===== src/sv/dmr_pkg.sv =====
// dmr_pkg: shared widths, register indexes and sequencer states for the
// downmix linear resampler. No dependencies.
package dmr_pkg;

  localparam int SAMPLE_W = 16;  // pcm sample and mono sample width
  localparam int CC_W     = 4;   // channel_count register width
  localparam int STEP_W   = 20;  // phase_step register width
  localparam int CFG_W    = 20;  // config write data, widest register
  localparam int IDX_W    = 2;   // config register index width

  localparam int MAX_OUT   = 8;  // outputs per mono sample at most
  localparam int OUT_CNT_W = 3;

  localparam logic [STEP_W-1:0] STEP_RESET = 20'd65536;

  localparam logic [IDX_W-1:0] REG_CHANNEL_COUNT = 2'd0;
  localparam logic [IDX_W-1:0] REG_RESAMPLE_ON   = 2'd1;
  localparam logic [IDX_W-1:0] REG_PHASE_STEP    = 2'd2;

  typedef enum logic [2:0] {
    S_IDLE,
    S_DIV,
    S_CHECK,
    S_MUL,
    S_ADD,
    S_OUT
  } dmr_state_t;

endpackage


===== src/sv/dmr_div.sv =====
// dmr_div: restoring divider, one quotient bit per cycle, signed dividend
// truncated toward zero by a small unsigned divisor. Depends on dmr_pkg.
module dmr_div import dmr_pkg::*; #(
  parameter int SUM_W = 19,
  parameter int CNT_W = 4
) (
  input  logic                       clk,
  input  logic                       rst,
  input  logic                       start,
  input  logic signed [SUM_W-1:0]    dividend,
  input  logic        [CNT_W-1:0]    divisor,
  output logic                       done,
  output logic signed [SAMPLE_W-1:0] quotient
);

  localparam int CW = $clog2(SUM_W + 1);

  logic             busy;
  logic [CW-1:0]    count;
  logic             neg;
  logic [CNT_W-1:0] rem;
  logic [SUM_W-1:0] quo;

  logic [SUM_W-1:0] mag;
  logic [CNT_W:0]   rem_shift;
  logic [CNT_W:0]   rem_sub;
  logic             fits;

  always_comb begin
    mag       = dividend[SUM_W-1] ? (~dividend + 1'b1) : dividend;
    rem_shift = {rem, quo[SUM_W-1]};
    fits      = rem_shift >= {1'b0, divisor};
    rem_sub   = rem_shift - {1'b0, divisor};
  end

  always_ff @(posedge clk) begin
    if (rst) begin
      busy  <= 1'b0;
      count <= '0;
    end else if (start) begin
      busy  <= 1'b1;
      count <= CW'(SUM_W);
    end else if (busy) begin
      if (count != '0) begin
        count <= count - 1'b1;
      end else begin
        busy <= 1'b0;
      end
    end
  end

  always_ff @(posedge clk) begin
    if (start) begin
      neg <= dividend[SUM_W-1];
      quo <= mag;
      rem <= '0;
    end else if (busy && count != '0) begin
      rem <= fits ? rem_sub[CNT_W-1:0] : rem_shift[CNT_W-1:0];
      quo <= {quo[SUM_W-2:0], fits};
    end
  end

  // magnitude fits in 16 bits once divided, so the low SAMPLE_W bits are the answer
  assign done     = busy && (count == '0);
  assign quotient = neg ? -$signed(quo[SAMPLE_W-1:0]) : $signed(quo[SAMPLE_W-1:0]);

endmodule


===== src/sv/downmix_linear_resampler.sv =====
// downmix_linear_resampler: downmixes interleaved pcm to mono and resamples it
// by linear interpolation. Depends on dmr_pkg and dmr_div.
//
//   channel  direction  handshake              payload
//   in       sink       in_valid / in_ready    sample_in, frame_end
//   out      source     out_valid / out_ready  sample_out, run_last
//   cfg      sink       cfg_write              cfg_index, cfg_data
//
// a sample that does not close a frame is only added to the channel sum
// a frame-closing sample runs the divider to the mono result, which is presented once
// in passthrough; when resampling, a check step follows and each output takes a
// multiply, an add and a present step, plus out_ready waits
// in_ready is low from a frame-closing transfer until its last result is taken
// synchronous reset restores config defaults and clears downmix state and phase; no clearing pass
module downmix_linear_resampler import dmr_pkg::*; #(
  parameter int MAX_CHANNELS = 8,
  parameter int FRAC_BITS    = 16
) (
  input  logic                       clk,
  input  logic                       rst,
  input  logic                       in_valid,
  output logic                       in_ready,
  input  logic signed [SAMPLE_W-1:0] sample_in,
  input  logic                       frame_end,
  output logic                       out_valid,
  input  logic                       out_ready,
  output logic signed [SAMPLE_W-1:0] sample_out,
  output logic                       run_last,
  input  logic                       cfg_write,
  input  logic [IDX_W-1:0]           cfg_index,
  input  logic [CFG_W-1:0]           cfg_data
);

  localparam int SUM_W  = SAMPLE_W + $clog2(MAX_CHANNELS);
  localparam int CNT_W  = $clog2(MAX_CHANNELS + 1);
  localparam int PH_W   = ((FRAC_BITS > STEP_W) ? FRAC_BITS : STEP_W) + 1;
  localparam int DIFF_W = SAMPLE_W + 1;
  localparam int PROD_W = DIFF_W + FRAC_BITS + 1;
  localparam logic [PH_W-1:0] UNIT     = PH_W'(1) << FRAC_BITS;
  localparam logic [PH_W-1:0] MIN_STEP = UNIT >> 3;

  dmr_state_t state, state_next;

  logic [CC_W-1:0]   channel_count;
  logic              resample_on;
  logic [STEP_W-1:0] phase_step;

  logic signed [SUM_W-1:0]    channel_sum;
  logic        [CNT_W-1:0]    channel_seen;
  logic signed [SAMPLE_W-1:0] previous_mono;
  logic                       have_previous;
  logic        [PH_W-1:0]     phase;
  logic signed [SAMPLE_W-1:0] current_mono;
  logic        [OUT_CNT_W-1:0] out_count;
  logic signed [PROD_W-1:0]   product;

  logic [CNT_W-1:0]           eff_count;
  logic signed [SUM_W-1:0]    sum_new;
  logic [CNT_W-1:0]           seen_new;
  logic                       frame_done;
  logic                       in_fire;
  logic                       out_fire;
  logic [PH_W-1:0]            step_eff;
  logic [PH_W-1:0]            phase_adv;
  logic signed [DIFF_W-1:0]   diff;
  logic                       div_start;
  logic                       div_done;
  logic signed [SAMPLE_W-1:0] div_quotient;

  always_comb begin
    if (int'(channel_count) > MAX_CHANNELS) begin
      eff_count = CNT_W'(MAX_CHANNELS);
    end else if (channel_count == '0) begin
      eff_count = CNT_W'(1);
    end else begin
      eff_count = CNT_W'(channel_count);
    end
    sum_new    = channel_sum + SUM_W'(sample_in);
    seen_new   = channel_seen + 1'b1;
    frame_done = frame_end || (seen_new >= eff_count);
    in_fire    = in_valid && in_ready;
    out_fire   = out_valid && out_ready;
    step_eff   = (PH_W'(phase_step) < MIN_STEP) ? MIN_STEP : PH_W'(phase_step);
    phase_adv  = phase + step_eff;
    diff       = DIFF_W'(current_mono) - DIFF_W'(previous_mono);
  end

  dmr_div #(
    .SUM_W(SUM_W),
    .CNT_W(CNT_W)
  ) u_div (
    .clk      (clk),
    .rst      (rst),
    .start    (div_start),
    .dividend (sum_new),
    .divisor  (eff_count),
    .done     (div_done),
    .quotient (div_quotient)
  );

  always_comb begin
    state_next = state;
    case (state)
      S_IDLE: begin
        if (in_fire && frame_done) state_next = S_DIV;
      end
      S_DIV: begin
        if (div_done) begin
          if (!resample_on)        state_next = S_OUT;
          else if (!have_previous) state_next = S_IDLE;
          else                     state_next = S_CHECK;
        end
      end
      S_CHECK: state_next = (phase < UNIT) ? S_MUL : S_IDLE;
      S_MUL:   state_next = S_ADD;
      S_ADD:   state_next = S_OUT;
      S_OUT: begin
        if (out_fire) state_next = run_last ? S_IDLE : S_MUL;
      end
      default: state_next = S_IDLE;
    endcase
  end

  always_comb begin
    in_ready  = (state == S_IDLE);
    out_valid = (state == S_OUT);
    div_start = in_fire && frame_done;
  end

  always_ff @(posedge clk) begin
    if (rst) begin
      state         <= S_IDLE;
      channel_count <= CC_W'(1);
      resample_on   <= 1'b0;
      phase_step    <= STEP_RESET;
      channel_sum   <= '0;
      channel_seen  <= '0;
      previous_mono <= '0;
      have_previous <= 1'b0;
      phase         <= '0;
      out_count     <= '0;
    end else begin
      state <= state_next;
      if (cfg_write) begin
        case (cfg_index)
          REG_CHANNEL_COUNT: channel_count <= cfg_data[CC_W-1:0];
          REG_RESAMPLE_ON:   resample_on   <= cfg_data[0];
          REG_PHASE_STEP:    phase_step    <= cfg_data[STEP_W-1:0];
          default: ;
        endcase
      end
      case (state)
        S_IDLE: begin
          if (in_fire) begin
            if (frame_done) begin
              channel_sum  <= '0;
              channel_seen <= '0;
            end else begin
              channel_sum  <= sum_new;
              channel_seen <= seen_new;
            end
          end
        end
        S_DIV: begin
          out_count <= '0;
          if (div_done && (!resample_on || !have_previous)) begin
            previous_mono <= div_quotient;
            have_previous <= 1'b1;
          end
        end
        S_CHECK: begin
          // phase already at or past one unit: nothing to emit, just move on
          if (phase >= UNIT) begin
            phase         <= phase - UNIT;
            previous_mono <= current_mono;
          end
        end
        S_ADD: begin
          phase     <= phase_adv;
          out_count <= out_count + 1'b1;
        end
        S_OUT: begin
          if (out_fire && run_last && resample_on) begin
            if (phase >= UNIT) phase <= phase - UNIT;
            previous_mono <= current_mono;
          end
        end
        default: ;
      endcase
    end
  end

  always_ff @(posedge clk) begin
    case (state)
      S_DIV: begin
        if (div_done) begin
          current_mono <= div_quotient;
          sample_out   <= div_quotient;
          run_last     <= 1'b1;
        end
      end
      S_MUL: product <= diff * $signed({1'b0, phase[FRAC_BITS-1:0]});
      S_ADD: begin
        // low bits of the shifted product equal floor(diff * frac / unit)
        sample_out <= previous_mono + $signed(product[FRAC_BITS +: SAMPLE_W]);
        run_last   <= (phase_adv >= UNIT) ||
                      (out_count == OUT_CNT_W'(MAX_OUT - 1));
      end
      default: ;
    endcase
  end

  a_busy_excl: assert property (@(posedge clk) disable iff (rst)
    !(in_ready && out_valid))
    else $error("input taken while a result is pending");

  a_last_idle: assert property (@(posedge clk) disable iff (rst)
    (out_fire && run_last) |=> in_ready)
    else $error("sequencer did not return to idle after the last transfer");

  a_mul_phase: assert property (@(posedge clk) disable iff (rst)
    (state == S_MUL) |-> (phase < UNIT))
    else $error("interpolating with phase at or above one unit");

  a_div_state: assert property (@(posedge clk) disable iff (rst)
    div_done |-> (state == S_DIV))
    else $error("divider finished outside the divide state");

  a_pass_last: assert property (@(posedge clk) disable iff (rst)
    (out_valid && !resample_on) |-> run_last)
    else $error("passthrough result without run_last");

endmodule


===== config.mk =====
export PLATFORM = sky130hd
export DESIGN_NAME = downmix_linear_resampler
export DESIGN_NICKNAME = d
export VERILOG_FILES = /design/src/sv/dmr_pkg.sv /design/src/sv/dmr_div.sv /design/src/sv/downmix_linear_resampler.sv
export SDC_FILE = /design/constraint.sdc
export NUM_CORES = 1
export LEC_CHECK = 0
export BUFFER_PORTS_ARGS = -buffer_cell sky130_fd_sc_hd__buf_4
export CAP_MARGIN = 20
export CORE_MARGIN = 2
export CORE_UTILIZATION = 30
export CTS_BUF_LIST = sky130_fd_sc_hd__clkbuf_16
export DETAILED_ROUTE_END_ITERATION = 10
export SLEW_MARGIN = 20
export SYNTH_ARGS = -nofsm -noshare
export SYNTH_HDL_FRONTEND = slang
export SYNTH_SLANG_ARGS = --single-unit

===== constraint.sdc =====
create_clock -name clk -period 27.5 [get_ports clk]
set_clock_uncertainty 0.1 [all_clocks]
set_input_delay 2.75 -clock clk [delete_from_list [all_inputs] [get_ports clk]]
set_output_delay 2.75 -clock clk [all_outputs]
set_load 0.02 [all_outputs]

; Yosys cells after proc, flatten, opt, wreduce, memory -nomap -nowiden
; Cells that the tools add are included.
[classes]
addsub = 11
mul = 1
div_mod_pow = 0
magnitude_cmp = 7
eq_ne = 14
shifts = 0
n_mux = 36
bitwise_logic = 1
n_reduce_logical = 37
[ops]
columns = operator, n
row1 = $mux 16, 5
row2 = $mux 19, 4
row3 = $pmux 21 s3, 1
row4 = $pmux 16 s3, 1
row5 = $ge 21x17->1 const B, 2
row6 = $mux 21, 2
row7 = $mul 17x17->32, 1
row8 = $pmux 16 s2, 1
row9 = $add 21x20->21, 1
row10 = $lt 21x17->1 const B, 1
row11 = $sub 21x17->21 const B, 1
row12 = $lt 20x14->1 const B, 1
row13 = $mux 20, 1
row14 = $reduce_and 2->1, 10
row15 = $add 19x1->19 const B, 1
row16 = $add 19x16->19, 1
row17 = $not 19->19, 1
row18 = $pmux 3 s6, 1
row19 = $sub 16x16->17, 1
row20 = $add 16x16->16, 1
row21 = $mux 4, 4
row22 = $neg 16->16, 1
row23 = $mux 5, 3
row24 = $mux 3, 4
row25 = 31 further kinds, 57
[word_totals]
regBits = 187
latch_bits = 0
ramBits = 0
mem_bits_ro = 0
out_inout_bits = 19
word_cells = 127
memories = 0

; Longest topological paths before layout
; Gate-level depths: netlist of run 1.
[logic_depth]
word_depth = 8
depth_mapped = 34

; Modules after synthesis
; A second synthesis of run 1 with hierarchy kept.
[unflattened]
cells_unflattened = 2407
hier_area_um2 = 21212.8
[by_module_without_submodules]
columns = mod, instances, cells_per_inst, area_each_um2
row1 = downmix_linear_resampler, 1, 2160, 19043.3
row2 = dmr_div, 1, 247, 2169.6

; Least setup slack after synthesis of run 1
; Ideal clock, no wire load.
[synth_timing]
path_kind = flip-flop to flip-flop
startpoint = register current_mono[0]
endpoint = register product[31], data pin
setup_time_ns = 0.268
t_arrival_ns = 8.279
t_required_ns = 27.132
path_slack_ns = 18.853
stages_incl_launch_ff = 31
path_buffers = 2
path_cell_list = edfxtp_1 inv_1 ha_1 fa_1 nor2b_1 o31a_1 o211ai_1 a21oi_1 nor3_1 nor3_1 o41ai_2 clkbuf_1 nand2_1 fa_1 inv_1 fa_1 clkbuf_1 xnor2_1 xnor2_1 fa_1 fa_1 inv_1 fa_1 inv_1 ha_1 a21o_1 a221oi_1 o21ai_0 a31o_2 a31oi_1 xnor3_1
[synth_via]
elab_chain_len = 2
[synth_rtl]
columns = item, line
row1 = from (decl), downmix_linear_resampler.sv:53  ; logic signed [SAMPLE_W-1:0] current_mono;
row2 = from (signal assigned), downmix_linear_resampler.sv:197  ; current_mono <= div_quotient;
row3 = $sub 16x16->17, downmix_linear_resampler.sv:85  ; diff = DIFF_W'(current_mono) - DIFF_W'(previous_mono);
row4 = $mul 17x17->32, downmix_linear_resampler.sv:202  ; S_MUL: product <= diff * $signed({1'b0, phase[FRAC_BITS-1:0]});
row5 = to (signal assigned), downmix_linear_resampler.sv:202
row6 = to (decl), downmix_linear_resampler.sv:55  ; logic signed [PROD_W-1:0] product;
; No other way between the ends.
; A chain may end at the register's enable or synchronous reset.

; Worst setup path in the final report of run 1
[layout_timing]
startpoint = register previous_mono[1]
endpoint = register product[31], data pin
[layout_via]
elab_chain_len = 2
[layout_rtl]
columns = item, line
row1 = from (decl), downmix_linear_resampler.sv:50  ; logic signed [SAMPLE_W-1:0] previous_mono;
row2 = from (signal assigned), downmix_linear_resampler.sv:167  ; previous_mono <= div_quotient;
row3 = from (signal assigned), downmix_linear_resampler.sv:175  ; previous_mono <= current_mono;
row4 = from (signal assigned), downmix_linear_resampler.sv:185  ; previous_mono <= current_mono;
row5 = $sub 16x16->17, downmix_linear_resampler.sv:85
row6 = $mul 17x17->32, downmix_linear_resampler.sv:202
; No other way between the ends.

==> reports/qor.yml, run 1 <==
route:
  wirelength_mm: 53.2
  drcViolationCount: 0
  route.vias.total: 16488
  wl_per_cell_um: 15.5
  first_pass_iters: 5
  antenna_left: 0
  viasPerCell: 4.81
  drtIter0Drc: 888
setup_path:
  critPathKind: "register to register"
  cp.arrival_ns: 9.46
  start_kind: "register"
  cp-end-kind: "register"
  reg2reg_slack_ns: 18.14
  crit_fanout: 18
  cp_slowest_stage_delay_ns: 0.91
  required_ns: 27.59
  crit_top_cell: "fa_1"
  cp_slowest_cell: "nor3_2"
synth:
  synth_async_sr_flop_share: 0
  yosysSeqAreaShare: 0.194
  synth_edf_count: 69
  yosys.area.top_type: "fa_1"
  synthFlopType: "dfxtp_1"
  synth_adder_area_share: 0.347
  ys_ff_latch: 171
  synth_compound_area_frac: 0.125
  synthCells: 2476
  synth_nets: 2952
  synth_xor_area_frac: 0.0553
  syn_area_per_cell_um2: 8.58
  synthSimpleGateAreaFrac: 0.184
  synth-warning-count: 0
  yosysTopAreaCellShare: 0.248
  synth_top_family_by_area: "adder cells"
  syn-cell-area_mm2: 0.0213
  synth_cell_types: 74
  synthMuxAreaShare: 0.00765
  synth_area_leaders: "fa_1, ha_1, edfxtp_1, dfxtp_1, inv_1"
clocking:
  cts_max_level: 4
  cts_tree: "yes"
  cts_resized: 0
  cts_buffer_depth: 2
  path_clk_slew_ns: 0.07
  clock-sinks: 171
  cts_root_buf: "clkbuf_16"
  clkLatencyLatePin_ns: 0.45
  numCtsBuffers: 17
  ctsHoldBuffers: 0
  cts_setup_buffers: 0
final_layout:
  syn_to_final_growth_pct: 9.91
  n_antenna_cell: 0
  nFillCells: 7379
  layout.nets: 2948
  multiInputGateArea_mm2: 0.0154
  drive_gt1_frac: 0.0652
  regArea_mm2: 0.00411
floorplan:
  num_rows: 97
  die_width_um: 270
  core_area_mm2: 0.0700
  die_area_mm2: 0.0730
  start_util: 0.303
  io_pins: 63
  die_y_um: 270
global_routing:
  grt_first_pass_wirelength_mm: 89.5
  grt_pass1_vias: 17010
  antenna_found_initial: 1
  grt_max_degree: 73
  overflow: 0
  track_usage: 0.151
sta:
  fmax_mhz: 107
  layout_setup_ws_ns: 18.14
  hold_ws_ns: 0.356
  rsz0062_at_grt: "no"
  slew_violations: 0
  setup_viol: 0
  fin_crit_sh: 0.340
  period_minus_slack_ns: 9.36
  hold_viol_final: 0
  fin_tns_setup_ns: 0
  worst_pin_slew_ns: 1.09
  relSlewSlack: 0.270
power:
  switchingPower_uw: 236
  internal_power_uw: 474
  power.density_mw_per_mm2: 30.4
  ir_drop_uv: 47.4
  clockPowerShare: 0.333
  switching_share: 0.332
  share_comb_of_total_power: 0.244
  leakagePower_uw: 0.0109
  fin_total_pwr_uw: 710
  pwr-share-seq: 0.423
place:
  globalplace.congestion: 0.830
  pre_cts_slack_ns: 18.01
  io_buffers: 62
  dp_hpwl_mm: 40.7
hold_path:
  min_path_type: "register to register"
outcome:
  status: "finished clean"
flow_run:
  max_cap_violations: 0
[logic make-up (layout without fill, tap and decap cells)]
group	after synthesis	after routing
xor gates and xnor gates	131	131
DFF	171	171
buffers and inverters	491	500
AOI/OAI and AO/OA	415	415
muxes	16	16
adders and majority gates	432	432
and+or+nand+nor	820	820
[registers in the layout, indices dropped and copies added (netlist names)]
| register | count |
|---|---|
| sample_out | 16 |
| u_div.quo | 19 |
| u_div.count | 5 |
| state | 3 |
| u_div.busy | 1 |
| phase_step | 20 |
| u_div.rem | 4 |
| current_mono | 16 |
| channel_sum | 19 |
| u_div.neg | 1 |
| previous_mono | 16 |
| run_last | 1 |
| channel_count | 4 |
| out_count | 3 |
| channel_seen | 4 |
| resample_on | 1 |
| phase | 21 |
| product | 16 |
| have_previous | 1 |
[cells in the mapped netlist (44+ instances only)]
| cell | count |
|---|---|
| ha_1 | 169 |
| edfxtp_1 | 69 |
| and2_1 | 110 |
| nand3_1 | 44 |
| inv_1 | 373 |
| dfxtp_1 | 102 |
| a21oi_1 | 147 |
| nand2_1 | 326 |
| nor2_1 | 140 |
| o21ai_0 | 61 |
| xnor2_1 | 86 |
| clkbuf_1 | 111 |
| nor2b_1 | 52 |
| fa_1 | 263 |
[power groups by stage]
stage	registers, µW	logic, µW	clock network [µW]
global route	303	194	251
detailed placement	306	172	0
CTS	301	173	242
finish	301	173	236
floorplan	302	120	0
global placement	306	171	0
[routing by layer]
layer  up-vias  share of wire  track usage
li1       8050              -            -
met1      8052           0.47        0.202
met2       318           0.46        0.251
met3        68          0.047       0.0254
met4         0          0.020       0.0404
met5         -              0            0
[stage by stage]
| stage | utilization | area (µm²) | cells |
|---|---|---|---|
| 6_report | 0.334 | 23400 | 3425 |
| 5_1_grt | 0.334 | 23400 | 3425 |
| 4_1_cts | 0.333 | 23300 | 3425 |
| 3_5_place_dp | 0.325 | 22800 | 3393 |
| 3_3_place_gp | 0.325 | 22800 | 3392 |
| 2_1_floorplan | - | 21300 | 2476 |
[layout by cell type (no fill, tap or decap), types with 19 or more instances in the layout]
| cell | instances |
|---|---|
| a211oi_1 | 24 |
| nand3_1 | 44 |
| fa_1 | 263 |
| nor3_1 | 33 |
| xnor2_1 | 80 |
| xor2_1 | 40 |
| o211ai_1 | 23 |
| nand2b_1 | 23 |
| dfxtp_1 | 102 |
| a21o_1 | 30 |
| and3_1 | 23 |
| ha_1 | 169 |
| clkbuf_16 | 19 |
| nor2_1 | 138 |
| edfxtp_1 | 69 |
| buf_4 | 93 |
| nor2b_1 | 52 |
| and2_1 | 110 |
| o21ai_0 | 61 |
| nand2_1 | 326 |
| a21oi_1 | 145 |
| inv_1 | 374 |
[critical path: cells and delay by family (launching register included)]
kind            cells  cell delay [ns]
simple gates        5             2.05
buf+inv             5             0.29
compound gates     12             2.28
fa+ha+maj           8             3.53
xor+xnor            1             0.40
flops               1             0.41
[worst paths after layout]
check                  end  cells after the start        startpoint
max            product[31]                     31  previous_mono[1]
min          phase_step[8]                      2     phase_step[8]
max reg2reg    product[31]                     31  previous_mono[1]
min reg2reg  phase_step[8]                      2     phase_step[8]
[final cells by class]
type,instances,share of cell area
Clock buffer,19,0.0204
Clock inverter,13,0.00364
Inverter,374,0.0601
Multi-Input combinational cell,1814,0.659
Sequential cell,171,0.176
Tap cell,940,0.0504
Timing Repair Buffer,94,0.0304
Power figures use the tool's default switching activity.
==> run 2: changes to the inputs <==
==> constraint.sdc (replaced) <==
create_clock -name clk -period 8.64 [get_ports clk]
set_clock_uncertainty 0.1 [all_clocks]
set_input_delay 0.864 -clock clk [delete_from_list [all_inputs] [get_ports clk]]
set_output_delay 0.864 -clock clk [all_outputs]
set_load 0.02 [all_outputs]
==> reports/qor.yml, run 2 (synthesis gave the netlist of run 1 again) <==
outcome:
  status: "finished clean"
hold_path:
  hp-start: "phase_step[10]"
  min_to: "phase_step[10]"
  worstHoldPathCells: 2
  min_path_type: "register to register"
final_layout:
  fin_area_mm2: 0.0238
  layout.nets: 2995
  syn_to_final_growth_pct: 12.1
  n_antenna_cell: 0
  layout_common_cells: "inv_1, nand2_1, fa_1"
  final_cell_count_no_fill: 3472
  drive_gt1_frac: 0.0857
  largest_reg_flops: 21
  largest_registers: "phase: 21 flops, phase_step: 20 flops"
  layout_commonest_cell: "inv_1"
  regMostFlops: "phase"
setup_path:
  worst-path-buf-inv: 6
  cp_top_family: "adder cells"
  crit_top_cell: "fa_1"
  cp_slowest_stage_delay_ns: 0.54
  r2r-end: "product[31]"
  cp_slowest_cell: "fa_1"
  crit_fanout: 16
  worstRegToRegCells: 31
  cp-end-kind: "register"
  start_kind: "register"
  required_ns: 8.73
  reg2reg_slack_ns: 0.45
  critPathKind: "register to register"
  cp.arrival_ns: 8.28
  r2r_start: "current_mono[0]"
route:
  first_pass_iters: 5
  wirelength_mm: 53.7
  wl_per_cell_um: 15.5
  viasPerCell: 4.78
  drcViolationCount: 0
  antenna_left: 0
  route.vias.total: 16590
  drtIter0Drc: 1246
clocking:
  cts_buffer_depth: 2
  cts_tree: "yes"
  clock-sinks: 171
  clkLatencyLatePin_ns: 0.45
  path_clk_slew_ns: 0.07
  numCtsBuffers: 17
  cts_max_level: 4
  cts_root_buf: "clkbuf_16"
flow_run:
  max_cap_violations: 0
power:
  power.density_mw_per_mm2: 99.2
  leakagePower_uw: 0.0112
  ir_drop_uv: 143
sta:
  fmax_mhz: 122
  slew_violations: 0
  fin_crit_sh: 0.948
  relSlewSlack: 0.272
  hold_ws_ns: 0.354
  hold_viol_final: 0
  layout_setup_ws_ns: 0.451
  worst_pin_slew_ns: 1.09
  rsz0062_at_grt: "yes"
  period_minus_slack_ns: 8.19
  setup_viol: 0
floorplan:
  die_area_mm2: 0.0730
  io_pins: 63
  num_rows: 97
  start_util: 0.303
  core_area_mm2: 0.0700
  die_y_um: 270
  die_width_um: 270
place:
  dp_hpwl_mm: 41.9
  pre_cts_slack_ns: -0.0230
  postPlaceCellArea_mm2: 0.0231
  globalplace.congestion: 0.823
  post-place-cells: 3435
  io_buffers: 62
global_routing:
  grt_pass1_vias: 16925
  track_usage: 0.151
  grt_max_degree: 99
  overflow: 0
  grt_first_pass_wirelength_mm: 89.5
  antenna_found_initial: 0
==> run 2: worst register-to-register path, delay by kind of cell (launching register included) <==
kind | cells | cell delay [ns]
adders and majority gates | 9 | 3.69
AOI/OAI and AO/OA | 10 | 1.92
and+or+nand+nor | 4 | 0.83
xor gates and xnor gates | 2 | 0.58
buffers and inverters | 6 | 0.46
DFF | 1 | 0.36
==> run 2: worst max path at each step <==
stage,from,endpoint,slack (ns),cells after the start
2_1_floorplan,current_mono[0],product[31],0.09,30
3_3_place_gp,current_mono[0],product[31],0.06,31
3_5_place_dp,current_mono[0],product[31],-0.02,31
4_1_cts,current_mono[0],product[31],0.04,29
5_1_grt,previous_mono[1],product[31],-0.01,32
6_report,current_mono[0],product[31],0.45,31
==> run 2: what timing repair did <==
item,CTS,global route
pin swaps,0,7
hold buffers,0,0
resized for setup,1,23
cloned,0,2
buffers inserted,0,3
endpoints found under the setup margin,1,10
==> run 2: power by group <==
| part | total (µW) | internal, µW | switching (µW) |
|---|---|---|---|
| clock network | 840 | 479 | 361 |
| registers | 955 | 912 | 43.8 |
| logic | 568 | 213 | 356 |
| total | 2360 | 1600 | 760 |
==> run 2: stage by stage <==
| stage | power [µW] | util | setup TNS (ns) |
|---|---|---|---|
| after floorplan | 1340 | - | 0 |
| after global placement | 1530 | 0.329 | 0 |
| after detailed placement | 1540 | 0.329 | -0.0230 |
| after CTS | 2380 | 0.339 | 0 |
| after global routing | 2490 | 0.340 | -0.0115 |
| final | 2360 | 0.340 | 0 |
==> run 2: final cells by class <==
type                       instances  area (µm²)
inverter                         374        1400
sequential                       171        4110
clock buffer                      18         450
tap                              940        1180
timing repair buffer             140        1090
multi-input combinational       1815       15400
clock inverter                    14         179
fill                            7327       46200
==> run 2: metal layers <==
metal  up-vias  global-route usage  wire, µm
met3        49              0.0220      2520
met2       343               0.246     24300
met5         -                   0         0
li1       8158                   -         -
met1      8040               0.208     25800
met4         0              0.0385      1060
==> run 3: changes to the inputs <==
--- a/config.mk
+++ b/config.mk
@@ -5,12 +5,12 @@
 export SDC_FILE = /design/constraint.sdc
 export NUM_CORES = 1
 export LEC_CHECK = 0
-export BUFFER_PORTS_ARGS = -buffer_cell sky130_fd_sc_hd__buf_4
 export CAP_MARGIN = 20
 export CORE_MARGIN = 2
 export CORE_UTILIZATION = 30
 export CTS_BUF_LIST = sky130_fd_sc_hd__clkbuf_16
 export DETAILED_ROUTE_END_ITERATION = 10
+export DONT_BUFFER_PORTS = 1
 export SLEW_MARGIN = 20
 export SYNTH_ARGS = -nofsm -noshare
 export SYNTH_HDL_FRONTEND = slang
==> reports/qor.yml, run 3 (synthesis gave the netlist of run 1 again) <==
setup_path:
  worstRegToRegCells: 29
  crit_top_cell: "fa_1"
  cp_slowest_cell: "fa_1"
  critPathKind: "register to register"
  cp_slowest_stage_delay_ns: 0.59
  crit_fanout: 9
  r2r_start: "current_mono[0]"
  required_ns: 8.72
  reg2reg_slack_ns: 0.40
  cp.arrival_ns: 8.32
  cp-end-kind: "register"
  start_kind: "register"
  worst-path-buf-inv: 6
  r2r-end: "product[31]"
  cp_top_family: "adder cells"
final_layout:
  nFillCells: 7338
  fin_area_mm2: 0.0233
  layout_common_cells: "inv_1, nand2_1, fa_1"
  drive_gt1_frac: 0.0616
  syn_to_final_growth_pct: 9.74
  multiInputGateArea_mm2: 0.0154
  regMostFlops: "phase"
  largest_registers: "phase: 21 flops, phase_step: 20 flops"
  largest_reg_flops: 21
  layout_commonest_cell: "inv_1"
  n_antenna_cell: 0
  regArea_mm2: 0.00412
  layout.nets: 2930
power:
  switchingPower_uw: 719
  ir_drop_uv: 152
  clockPowerShare: 0.344
  power.density_mw_per_mm2: 97.7
  switching_share: 0.315
  pwr-share-seq: 0.422
  fin_total_pwr_uw: 2280
  share_comb_of_total_power: 0.234
  internal_power_uw: 1560
  leakagePower_uw: 0.0108
sta:
  hold_viol_final: 0
  worst_pin_slew_ns: 1.07
  fin_tns_setup_ns: 0
  rsz0062_at_grt: "no"
  setup_viol: 0
  period_minus_slack_ns: 8.24
  fmax_mhz: 121
  fin_crit_sh: 0.953
  layout_setup_ws_ns: 0.403
  slew_violations: 0
  relSlewSlack: 0.283
  hold_ws_ns: 0.346
global_routing:
  track_usage: 0.148
  antenna_found_initial: 0
  grt_max_degree: 99
  overflow: 0
  grt_first_pass_wirelength_mm: 88.1
  grt_pass1_vias: 16691
place:
  dp_hpwl_mm: 41.0
  io_buffers: 0
  globalplace.congestion: 0.844
  postPlaceCellArea_mm2: 0.0226
  pre_cts_slack_ns: -0.0330
route:
  antenna_left: 0
  viasPerCell: 4.83
  top_layer: "met4"
  dr_wl_met3_mm: 3.09
  met2_length_mm: 24.7
  drcViolationCount: 0
  first_pass_iters: 5
  wl_per_cell_um: 15.5
  wirelength_mm: 52.9
  met1_length_mm: 24.3
  drtIter0Drc: 987
  route.vias.total: 16454
clocking:
  clock-sinks: 171
  cts_root_buf: "clkbuf_16"
  cts_max_level: 4
  path_clk_slew_ns: 0.07
  cts_tree: "yes"
  numCtsBuffers: 17
  cts_buffer_depth: 2
  ctsHoldBuffers: 0
  clkLatencyLatePin_ns: 0.45
floorplan:
  die_width_um: 270
  num_rows: 97
  die_area_mm2: 0.0730
  core_area_mm2: 0.0700
  die_y_um: 270
  start_util: 0.303
  io_pins: 63
hold_path:
  min_path_type: "register to register"
  hp-start: "phase_step[8]"
  min_to: "phase_step[8]"
  worstHoldPathCells: 2
outcome:
  status: "finished clean"
flow_run:
  max_cap_violations: 0
-- run 3: repair_timing --
item,CTS,global route
pin swaps,0,10
resized for setup,2,27
setup endpoints to repair,1,8
endpoints found under the hold margin,0,0
buffers inserted,0,9
-- run 3: worst max-delay path by stage --
stage	startpoint	end	slack, ns	cells after the start
after floorplan	current_mono[0]	product[31]	0.09	30
after global placement	previous_mono[1]	product[31]	0.004	32
after detailed placement	previous_mono[1]	product[31]	-0.03	32
after CTS	previous_mono[1]	product[31]	0.02	30
after global routing	current_mono[0]	product[31]	0.02	29
final	current_mono[0]	product[31]	0.40	29
-- run 3: power groups by stage --
| stage | Clock [µW] | Sequential [µW] | Combinational [µW] |
|---|---|---|---|
| finish | 784 | 961 | 534 |
| global route | 836 | 968 | 601 |
| CTS | 803 | 962 | 527 |
| global placement | 0 | 978 | 521 |
| floorplan | 0 | 960 | 383 |
| detailed placement | 0 | 979 | 523 |
-- run 3: worst min-delay path, cell delays in order, from the launching register on --
cell,delay [ns]
dfxtp_1,0.30
nand2_1,0.05
a21oi_1,0.05
-- run 3: stage by stage --
stage,util,std cells
final,0.333,3407
after global routing,0.333,3407
after CTS,0.330,3398
after detailed placement,0.322,3366
after global placement,0.322,3366
after floorplan,-,2476
-- run 3: area by class of cell --
cell class	count	area share
multi-input cells	1814	0.661
flip-flops and latches	171	0.176
inverters	374	0.0602
well taps	940	0.0504
repair buffers	76	0.0268
clock buffers	17	0.0182
clock inverters	15	0.00681
-- run 3: routing by layer --
layer | up-vias | GRT usage
met5 | - | 0
met4 | 0 | 0.0311
met3 | 44 | 0.0276
met2 | 326 | 0.244
met1 | 8060 | 0.203
li1 | 8024 | -
